===== src/hdl/srlfo_pkg.sv =====
// Shared types and constants for the smoothed random LFO.
// Used by every module of the block; depends on nothing.
package srlfo_pkg;

	localparam int FREQ_W  = 16;
	localparam int NOISE_W = 16;
	localparam int VAL_W   = 24;
	localparam int RATE_W  = 24;
	localparam int CNT_W   = 24;
	localparam int FSQ_W   = 32;

	// serial divider geometry
	localparam int QUO_W  = 31;
	localparam int DEN_W  = 48;
	localparam int NUM_W  = 66;
	localparam int PROD_W = 56;
	localparam int STEP_W = $clog2(QUO_W + 1);

	localparam logic [CNT_W-1:0]  CNT_MAX         = {CNT_W{1'b1}};
	localparam logic [RATE_W-1:0] FRAG_RATE_RESET = RATE_W'(48000);
	localparam int                QUEUE_DEPTH_DEF = 2;

	// one tick as it travels from the front to the back
	typedef struct packed {
		logic [FREQ_W-1:0]         freq;
		logic signed [NOISE_W-1:0] noise_sample;
		logic                      hold;
		logic [FSQ_W-1:0]          freq_sq;
	} item_t;

	typedef struct packed {
		logic             start;
		logic [NUM_W-1:0] num;
		logic [DEN_W-1:0] den;
	} div_req_t;

	typedef struct packed {
		logic             done;
		logic [QUO_W-1:0] quo;
	} div_rsp_t;

endpackage


===== src/hdl/srlfo_front.sv =====
// Input stage of the smoothed random LFO: takes ticks, flags zero-rate ticks
// and squares the rate. Depends on srlfo_pkg.
module srlfo_front import srlfo_pkg::*; (
	input  logic                      clk,
	input  logic                      arst_n,
	input  logic                      in_valid,
	output logic                      in_ready,
	input  logic [FREQ_W-1:0]         freq,
	input  logic signed [NOISE_W-1:0] noise_sample,
	output logic                      push_valid,
	input  logic                      push_ready,
	output item_t                     push_item
);

	logic  valid_s1;
	item_t item_s1;
	logic  take;

	assign in_ready   = !valid_s1 || push_ready;
	assign take       = in_valid && in_ready;
	assign push_valid = valid_s1;
	assign push_item  = item_s1;

	// hold the stage until the queue takes it
	always_ff @(posedge clk or negedge arst_n) begin
		if (!arst_n) begin
			valid_s1 <= 1'b0;
		end else if (take) begin
			valid_s1 <= 1'b1;
		end else if (push_ready) begin
			valid_s1 <= 1'b0;
		end
	end

	// classify the tick and square its rate
	always_ff @(posedge clk) begin
		if (take) begin
			item_s1.freq         <= freq;
			item_s1.noise_sample <= noise_sample;
			item_s1.hold         <= (freq == '0);
			item_s1.freq_sq      <= freq * freq;
		end
	end

endmodule


===== config.mk =====
export PLATFORM = sky130hd
export DESIGN_NAME = srlfo_front
export DESIGN_NICKNAME = d
export VERILOG_FILES = /design/src/hdl/srlfo_pkg.sv /design/src/hdl/srlfo_front.sv
export SDC_FILE = /design/constraint.sdc
export NUM_CORES = 1
export LEC_CHECK = 0
export ABC_AREA = 1
export BUFFER_PORTS_ARGS = -buffer_cell sky130_fd_sc_hd__buf_2
export CAP_MARGIN = 25
export CORE_MARGIN = 2
export CORE_UTILIZATION = 35
export CTS_CLUSTER_SIZE = 40
export DETAILED_ROUTE_END_ITERATION = 10
export GPL_ROUTABILITY_DRIVEN = 0
export PLACE_DENSITY = 0.55
export SETUP_SLACK_MARGIN = 0.1
export SLEW_MARGIN = 20
export SYNTH_ARGS = -nofsm -noshare
export SYNTH_HDL_FRONTEND = slang
export SYNTH_SLANG_ARGS = --single-unit

===== constraint.sdc =====
create_clock -name clk -period 8.89 [get_ports clk]
set_clock_uncertainty 0.05 [all_clocks]
set_input_delay 1.778 -clock clk [delete_from_list [all_inputs] [get_ports clk]]
set_output_delay 1.778 -clock clk [all_outputs]
set_load 0.05 [all_outputs]

==> Word-level counts from Yosys, hierarchy flattened <==
Index checks and enable logic that the tools add are counted.
{ "op_classes": {"mul": 1, "muxes": 2, "reduce_logical": 5} }
{ "op_table": {"columns": ["op", "n"], "rows": [
  ["$mul 16x16->32", 1],
  ["$logic_not 16->1", 1],
  ["$mux 1", 2],
  ["$reduce_bool 2->1", 1],
  ["$logic_and 1x1->1", 1],
  ["$logic_not 1->1", 1],
  ["$logic_or 1x1->1", 1]
]} }
{ "word_totals": {"register_bits": 66, "inputBits": 36, "elab_cells": 13} }

==> Depth between registers and ports, before layout <==
{ "depth": {"depth_word": 4, "depth_mapped": 27, "ltp_nobuf": 25} }

==> Worst setup path before layout <==
No wires, ideal clock.
{ "synth_timing": {"path_kind": "input to register", "start": "input port freq[3]", "end": "register item_s1 (netlist bit push_item[28]), data pin", "setup_time_ps": 252, "arrival_time_ps": 6559, "path_slack_ps": 2029, "path_stages": 23, "path_buffers": 2, "path_cell_list": "clkbuf_1 > clkbuf_1 > nand2_1 > fa_1 > fa_1 > inv_1 > fa_1 > fa_1 > fa_1 > inv_1 > fa_1 > inv_1 > ha_1 > nand2_2 > inv_1 > nand2_1 > nand2_1 > nand2_1 > nand2_1 > a21oi_1 > nand2_1 > nand2_1 > nand2_1"} }
{ "synth_via": {"elab_chain_len": 1} }
{ "synth_rtl": {"columns": ["item", "line_no", "text"], "rows": [
  ["start: declaration", "srlfo_front.sv:8", "input logic [FREQ_W-1:0] freq,"],
  ["$mul 16x16->32", "srlfo_front.sv:41", "item_s1.freq_sq <= freq * freq;"],
  ["end: declaration", "srlfo_front.sv:16", "item_t item_s1;"]
]} }
Every way passes these cells.
A chain may end at the register's enable or synchronous reset.

==> Final worst setup path <==
{ "layout_timing": {"start": "input port freq[8]", "end": "register item_s1 (netlist bit push_item[30]), data pin"} }
Same word-level chain as after synthesis.

==> metrics.txt <==
Setup Total Neg Slack 0 ns; initial antenna violation count 0; RSZ-0062 raised after global routing false; CP endpoint kind flip-flop; Die Footprint 0.03053 mm2; crit-path most repeated cell inv_1; CTS Buffer Depth 2; final worst-path cycle share 76.54%; Finish-stage setup viols 0; Final Hold Viols 0; io pins 103; CTS tree done; Post-synth EDFFs 63; gr usage total 16.91%; DRC 0; TritonCTS buffer count 9; MaxCap Viol Count 0; CP max-delay cell fa_1; initial DRC count 348; vias in the first global route between 8000 and 9000; Crit Path Class primary input to flip-flop; FMAX 147.0 MHz; global route overflow 0; Final HPWL DP 19560 um; Worst Path Arrival 6.86 ns; Initial Util between 30 and 40%; # diodes 0; synthesized net count 1523; post-route insts no fill 1692; total number of vias 7510; Die Span Y around 170 um; critical path required time 8.95 ns; largest cells by area after synthesis fa_1 32%, edfxtp_1 19%, inv_1 14%; synthesized flop and latch total 64; ys flop type edfxtp_1; worst path bufs/invs 9; Final Max Tran Viols 0; family with the most delay on the worst path adder cells; vias per inst 4.439; worst hold start push_valid; post-synthesis cell area 0.01020 mm2; Async SR Flop Fraction between 1.5 and 2%; Worst path max stage delay 0.56 ns; top-area cell type share of the netlist area 31.79%; hold crit path type flip-flop to flip-flop; H-tree levels 3; Yosys warnings 0; die width 174.7 um; Netlist cell types 27; Nets 1603; Routed Antenna Nets 0; CTS Root Cell clkbuf_16; Post-CTS Setup Inserts 0; hold buffer count at CTS 0; row count 62; largest net degree at the start of global routing 33; top cell type by total area after synthesis fa_1; Initial DRT Pass Iterations 5; first-pass GRT wire length a little over 40000 um; Gate Count Post-Synth 1223; sequential fraction of the synthesis area 18.79%; Worst-Skew Late Latency 0.35 ns; CP startpoint kind primary input; Worst R2R Start push_valid; commonest cells in the netlist 376 x inv_1, 318 x nand2_1, 162 x fa_1, 102 x ha_1, 63 x edfxtp_1; clock-pin slew on the worst setup and hold paths 0.07 ns; share of layout cells above drive strength 1 between 10% and 20%; fill count 2984; syn_area_per_cell 8.341 um2; IO buf count 101; TritonCTS Sinks 64; min cycle time layout 6.805 ns; CORE AREA 0.02870 mm2; dpl cells 1676; CP Launch Point freq[8]; critical-path maximum fanout 19; top-count cell post-synth inv_1; average routed wire per standard cell ~14 um; outcome finished, final reports clean; Syn-to-layout area delta 11.73%; final wirelength 23770 um; PostCTS Resize Cnt 0
-- placed cells by master, fill, tap and decap left out, types with 2 or more instances in the layout --
master	Yosys	layout
inv_1	376	376
clkinv_4	0	2
bufinv_16	0	2
buf_2	7	101
nand3_1	29	29
nor2_1	36	36
fa_1	162	162
nand2_1	318	318
nand4_1	5	5
buf_4	2	2
nor2_4	6	6
a21oi_1	19	18
xnor2_1	5	5
inv_6	0	2
inv_2	5	5
nor2_2	3	3
ha_1	102	102
nand3_2	9	9
xor2_1	22	22
or2_2	3	3
o21bai_1	3	3
nor3_1	2	2
nand2_2	15	15
edfxtp_1	63	63
clkbuf_16	0	9
nor4_1	2	2
-- logic make-up after synthesis --
group / Yosys count / synth area share, %
xor+xnor: 27 / 2.318
flops: 64 / 18.79
other cells: 1 / 0.03676
fa+ha+maj: 264 / 44.30
buf+inv: 415 / 15.43
compound gates: 24 / 1.312
simple gates: 428 / 17.81
-- flip-flops by register name (all words and copies together), names as in the netlist --
register / cells
push_valid: 1
push_item: 63
-- through the flow --
stage / hold WS, ns / cell area (um2) / utilization, % / setup WS [ns]
finish: 0.5399 / 11400 / 39.71 / 2.085
global route: 0.5885 / 11400 / 39.71 / 1.794
CTS: 0.5467 / 11400 / 39.71 / 2.053
detailed placement: 0.5294 / 11070 / 38.57 / 1.692
global placement: 0.5070 / 11070 / 38.57 / 1.736
floorplan: 1.083 / 10200 / - / 2.029
-- worst paths after layout --
check	to	slack [ns]	depth (start not counted)
setup / recovery	push_item[30]	2.09	26
hold / removal	push_valid	0.54	2
setup reg to reg	push_item[52]	7.44	2
max in group asynchronous	push_valid	7.57	1
min in group asynchronous	push_valid	1.13	1
hold reg to reg	push_valid	0.54	2
-- worst reg2reg max path: stages (launching register included) --
cell	delay, ns
dfrtp_1	0.42
a21oi_4	0.16
buf_4	0.43
-- layer usage --
layer	global-route usage (%)	share of wire, %
met1	21.19	43
met2	31.27	53
met3	1.958	2.8
met4	3.472	1.1
met5	0	0
-- cell type report --
| cell class | count | area, um2 | share of cell area, % |
|---|---|---|---|
| inverters | 381 | 1430 | 12.55 |
| well taps | 384 | 480.5 | 4.216 |
| clock inverters | 7 | 102.6 | 0.9002 |
| clock buffers | 9 | 225.2 | 1.976 |
| repair buffers | 103 | 520.5 | 4.567 |
| flip-flops and latches | 64 | 1917 | 16.82 |
| multi-input cells | 744 | 6721 | 58.97 |
Power is left out: the tool's default activity adds up to more than one toggle a clock period on the data nets, which glitch-free logic cannot reach.
