**src/hdl/srlfo_pkg.sv**
```systemverilog
// Shared types and constants for the smoothed random LFO.
// Used by every module of the block; depends on nothing.
package srlfo_pkg;

	localparam int FREQ_W  = 16;
	localparam int NOISE_W = 16;
	localparam int VAL_W   = 24;
	localparam int RATE_W  = 24;
	localparam int CNT_W   = 24;
	localparam int FSQ_W   = 32;

	// serial divider geometry
	localparam int QUO_W  = 31;
	localparam int DEN_W  = 48;
	localparam int NUM_W  = 66;
	localparam int PROD_W = 56;
	localparam int STEP_W = $clog2(QUO_W + 1);

	localparam logic [CNT_W-1:0]  CNT_MAX         = {CNT_W{1'b1}};
	localparam logic [RATE_W-1:0] FRAG_RATE_RESET = RATE_W'(48000);
	localparam int                QUEUE_DEPTH_DEF = 2;

	// one tick as it travels from the front to the back
	typedef struct packed {
		logic [FREQ_W-1:0]         freq;
		logic signed [NOISE_W-1:0] noise_sample;
		logic                      hold;
		logic [FSQ_W-1:0]          freq_sq;
	} item_t;

	typedef struct packed {
		logic             start;
		logic [NUM_W-1:0] num;
		logic [DEN_W-1:0] den;
	} div_req_t;

	typedef struct packed {
		logic             done;
		logic [QUO_W-1:0] quo;
	} div_rsp_t;

endpackage

```
**src/hdl/srlfo_fifo.sv**
```systemverilog
// Short ticket queue between the front and the back of the LFO.
// Depends on srlfo_pkg for the entry type.
module srlfo_fifo import srlfo_pkg::*; #(
	parameter int DEPTH = QUEUE_DEPTH_DEF
) (
	input  logic  clk,
	input  logic  arst_n,
	input  logic  push_valid,
	output logic  push_ready,
	input  item_t push_item,
	output logic  pop_valid,
	input  logic  pop_ready,
	output item_t pop_item
);

	localparam int PTR_W = (DEPTH > 1) ? $clog2(DEPTH) : 1;
	localparam int FILL_W = $clog2(DEPTH + 1);

	item_t             entry_q [DEPTH];
	logic [PTR_W-1:0]  wr_ptr_q;
	logic [PTR_W-1:0]  rd_ptr_q;
	logic [FILL_W-1:0] fill_q;
	logic              do_push;
	logic              do_pop;

	assign push_ready = (fill_q != FILL_W'(DEPTH));
	assign pop_valid  = (fill_q != '0);
	assign pop_item   = entry_q[rd_ptr_q];
	assign do_push    = push_valid && push_ready;
	assign do_pop     = pop_valid && pop_ready;

	// advance pointers and the fill count
	always_ff @(posedge clk or negedge arst_n) begin
		if (!arst_n) begin
			wr_ptr_q <= '0;
			rd_ptr_q <= '0;
			fill_q   <= '0;
		end else begin
			if (do_push) begin
				wr_ptr_q <= (wr_ptr_q == PTR_W'(DEPTH - 1)) ? '0 : wr_ptr_q + 1'b1;
			end
			if (do_pop) begin
				rd_ptr_q <= (rd_ptr_q == PTR_W'(DEPTH - 1)) ? '0 : rd_ptr_q + 1'b1;
			end
			if (do_push && !do_pop) begin
				fill_q <= fill_q + 1'b1;
			end else if (do_pop && !do_push) begin
				fill_q <= fill_q - 1'b1;
			end
		end
	end

	// store the entry
	always_ff @(posedge clk) begin
		if (do_push) begin
			entry_q[wr_ptr_q] <= push_item;
		end
	end

endmodule

```
**config.mk**
```make
export PLATFORM = sky130hd
export DESIGN_NAME = srlfo_fifo
export DESIGN_NICKNAME = d
export VERILOG_FILES = /design/src/hdl/srlfo_pkg.sv /design/src/hdl/srlfo_fifo.sv
export SDC_FILE = /design/constraint.sdc
export NUM_CORES = 1
export LEC_CHECK = 0
export BUFFER_PORTS_ARGS = -buffer_cell sky130_fd_sc_hd__buf_2
export CAP_MARGIN = 20
export CORE_AREA = 2 2 104 106
export CTS_CLUSTER_DIAMETER = 80
export DETAILED_ROUTE_END_ITERATION = 10
export DIE_AREA = 0 0 106 108
export PLACE_DENSITY = 0.75
export SLEW_MARGIN = 20
export SYNTH_ARGS = -nofsm -noshare
export SYNTH_HDL_FRONTEND = slang
export SYNTH_SLANG_ARGS = --single-unit
```
**constraint.sdc**
```tcl
create_clock -name clk -period 4.9 [get_ports clk]
set_input_delay 1.225 -clock clk [delete_from_list [all_inputs] [get_ports clk]]
set_output_delay 1.225 -clock clk [all_outputs]
set_load 0.05 [all_outputs]
```
# --- Word-level counts from Yosys, hierarchy flattened ---
# Memory sizes are Yosys's and may differ from the RTL's.
# Cells that the tools add are included.
word_totals:
  register_bits: 4
  mem_bits_rw: 130
  in_bits: 69
  out_inout_bits: 67
  wordCells: 23
  mem_count: 1
memory_table:
  columns: ["name", "depth", "width", "rd", "rd_ports_with_merged_regs", "wr", "line_no", "rtl"]
  rows:
  - ["entry_q", 2, 65, 1, 0, 1, "srlfo_fifo.sv:19", "item_t entry_q [DEPTH];"]
op_classes:
  add_sub_neg: 4
  n_eq_ne: 1
  n_mux: 6
  reduce_logical: 8
op_table:
  columns: ["operator", "n"]
  rows:
  - ["1-bit logical AND", 4]
  - ["1-bit 2-to-1 mux", 4]
  - ["2-bit 2-to-1 mux", 2]
  - ["2-bit nonzero test", 2]
  - ["1-bit adder, second input constant", 2]
  - ["2-bit by 1-bit adder with 2-bit output, second input constant", 1]
  - ["1-bit zero test", 2]
  - ["2-bit inequality test, second input constant", 1]
  - ["2-bit by 1-bit subtractor with 2-bit output, second input constant", 1]

# --- Logic depth before layout (Yosys ltp) ---
logic_depth:
  ltp_word: 6
  ltp_mapped: 7
  mapped_depth_nobuf: 7

# --- Worst setup path after synthesis ---
# No wires, ideal clock.
synth_timing:
  kind: "input -> register"
  startpoint: "in push_valid"
  endpoint: "mem entry_q[0][0] in the netlist's numbering, enable pin"
  setup_time_ps: 489
  arrival_ps: 4056
  t_required_ps: 4411
  slack_ps: 355
  cell_stages: 2
  path_buffers: 0
  path_cell_list: "nand2_1 -> nor2_1"
synth_between:
  elab_chain_cells: 3
synth_lines:
  columns: ["item", "line_no", "rtl"]
  rows:
  - ["start, declared", "srlfo_fifo.sv:8", "input logic push_valid,"]
  - ["1-bit logical AND", "srlfo_fifo.sv:29", "assign do_push = push_valid && push_ready;"]
  - ["1-bit 2-to-1 mux", "srlfo_fifo.sv:55", "if (do_push) begin"]
  - ["1-bit 2-to-1 mux (implied by the code)", "srlfo_fifo.sv:56", "entry_q[wr_ptr_q] <= push_item;"]
  - ["end, declared", "srlfo_fifo.sv:19", null]
# No other way between the ends.

==> out/results.ini <==
[cts]
ctsHtreeMaxLevel=4
cts_sinks=134
post_cts_buffers=0
ctsResizeCount=0
numCtsBuffers=17
clock_latency_ps=500
clockRootBuffer=clkbuf_8
clockBufferDepth=2
cts_tree=yes
cts.clk_slew.worst_paths_ps=60
cts_hold_buf=0

[sta]
drv_slew=0
fin_crit_ps=3470
slew-limit-headroom=0.524
fin_crit_sh=0.708
fmax_ghz=0.288
clock_skew_ps=7.48
rsz0062_at_grt=false
tightest_slew_ps=713
finalHoldViolCount=0
hold_ws_ps=497
setup_tns_ps=0
setup_viol=0

[critical_path]
cp_slowest_cell=dfrtp_4
path_max_fanout=39
crit_path_max_incr_delay_ps=840
crit_buf_inv=2
critPathKind=reg2out
critPathArrivalTime_ps=2250
cp_data_required_time_ps=3670
critical_path.cell_chain=buf_12 -> mux2_2 -> buf_2
ff2ff_setup_slack_ps=2680
path_delay_family=flip-flops
crit_path_end_kind=primary output
critPathLaunchType=flip-flop

[synthesis]
yosysTopAreaCell=edfxtp_1
synth-xor-area-share=0.00868
mappedNetlistNets=290
synth_cells=220
synth-seq-cells=134
synth_top_area_frac=0.774
synth_top_family_by_area=multiplexers
synth_cell_types=15
avgSynthCellArea_um2=22.9
yosysWarnings=0
synth.cell_area_mm2=0.00505
synth_compound_area_frac=0
seq_area_frac_synth=0.793
synth_area_leaders=edfxtp_1 77%, mux2_4 12%, mux2_2 5.6%
synthAdderAreaFrac=0.00248
synthSimpleGateAreaFrac=0.00669
muxShareOfSynthArea=0.175

[run_status]
status=completed

[floorplan]
die-width_um=106
row_count=37
initial_core_util=0.493
fp.dieH_um=108
coreArea_mm2=0.0102
num_io_pins=136
die_area_mm2=0.0114

[pwr]
pwr-share-comb=0.396
pwr-share-clk=0.241
p_total_w=0.00472
switching_share=0.387
power_density_mw_per_mm2=734
cellLeakagePower_nw=2.56
seq_power_share=0.363
p_sw_w=0.00183
peakVddDrop_mv=0.342
internal-power_w=0.00289

[drt]
wl_per_cell_um=15.7
drt_drc_violations_left=0
viasPerCell=4.83
ant_nets=0
dr.pass1.iters=4
vias=2509
wirelength_um=8180
drtIter0Drc=88

[layout]
diodes=0
ff_latch_area_mm2=0.00401
multi_input_area_um2=981
fillers=760
nets=441
fin_cells=520
area_growth_pct=27.4
drive_gt1_frac=0.607

[place]
dp_hpwl_um=5250
io_buffers=135
place_congestion=0.674
place_inst=487

[global_route]
grt_max_degree=67
grt_pass1_wl_um=12700
grt_pass1_vias=2573
grt_use_total=0.151
antenna_found_initial=0
grt-ovfl-total=0

[job]
max_cap_viol_count=0

[hold_path]
hp-class=reg2reg

## sequential cells by signal (all words and copies together) (netlist names)
register / flops
fill_q: 2
entry_q: 130
wr_ptr_q: 1
rd_ptr_q: 1
## path summary, 6_finish.rpt
path                       cells past startpoint                        to             startpoint
min                                            1     fill_q[1]$_DFFE_PN0P_  fill_q[1]$_DFFE_PN0P_
max                                            3              pop_item[45]   rd_ptr_q$_DFFE_PN0P_
max in group asynchronous                      1      rd_ptr_q$_DFFE_PN0P_                 arst_n
min reg2reg                                    1     fill_q[1]$_DFFE_PN0P_  fill_q[1]$_DFFE_PN0P_
min in group asynchronous                      1     fill_q[1]$_DFFE_PN0P_                 arst_n
max reg2reg                                    3  entry_q[1][38]$_DFFE_PP_  fill_q[0]$_DFFE_PN0P_
## synth_stat cells
| cell | instances |
|---|---|
| and3_1 | 1 |
| buf_2 | 2 |
| buf_6 | 5 |
| dfrtp_1 | 4 |
| edfxtp_1 | 130 |
| ha_1 | 1 |
| inv_1 | 1 |
| mux2_2 | 25 |
| mux2_4 | 40 |
| nand2_1 | 2 |
| nand2b_1 | 1 |
| nor2_1 | 2 |
| or2_2 | 1 |
| xnor2_1 | 3 |
| xor2_1 | 2 |
## power by group through the flow
| stage | combinational (W) | clock (W) | sequential (W) |
|---|---|---|---|
| floorplan | 0.00162 | 0 | 0.00166 |
| global placement | 0.00181 | 0 | 0.00178 |
| detailed placement | 0.00183 | 0 | 0.00180 |
| CTS | 0.00183 | 0.00117 | 0.00178 |
| global route | 0.00196 | 0.00122 | 0.00174 |
| finish | 0.00187 | 0.00114 | 0.00171 |
## area by class of cell
class | count | area share
clock buffers | 27 | 0.0780
clock inverters | 5 | 0.00739
inverters | 1 | 0.000584
multi-input cells | 78 | 0.153
flip-flops and latches | 134 | 0.623
well taps | 136 | 0.0265
repair buffers | 139 | 0.112
## cells by family (layout without fill, tap and decap cells)
group	count (synthesis)	in the layout
XOR/XNOR	5	5
adder cells (fa/ha/maj)	1	1
buffers and inverters	8	172
flip-flops	134	134
multiplexers	65	65
AND/OR/NAND/NOR	7	7
## worst register-to-register path, stage by stage (launching register included)
cell and delay, ps:
dfrtp_1 410, nand2b_1 190, and3_2 680, buf_4 570
## layout by cell type (no fill, tap or decap), types with 2 or more instances in the layout
master | synthesis | final
xnor2_1 | 3 | 3
dfrtp_1 | 4 | 3
edfxtp_1 | 130 | 130
buf_2 | 2 | 135
clkbuf_16 | 0 | 16
mux2_4 | 40 | 40
xor2_1 | 2 | 2
mux2_2 | 25 | 25
buf_4 | 0 | 3
clkbuf_8 | 0 | 6
clkbuf_1 | 0 | 5
clkinv_1 | 0 | 2
nand2_1 | 2 | 2
clkinv_2 | 0 | 2
## per-layer routing
metal / vias up / routed length (µm) / global-route usage
li1: 1172 / - / -
met5: - / 0 / 0
met4: 0 / 70 / 0.0611
met3: 7 / 664 / 0.0645
met1: 1219 / 3390 / 0.180
met2: 111 / 4050 / 0.246
## per-stage QoR
stage	util	instance area [µm²]	setup slack, ps
floorplan	-	5050	355
global placement	0.573	5860	1850
detailed placement	0.573	5860	1830
CTS	0.627	6410	1280
global route	0.628	6430	1310
finish	0.628	6430	1430
Note: power is estimated with default switching activity, not from simulation.
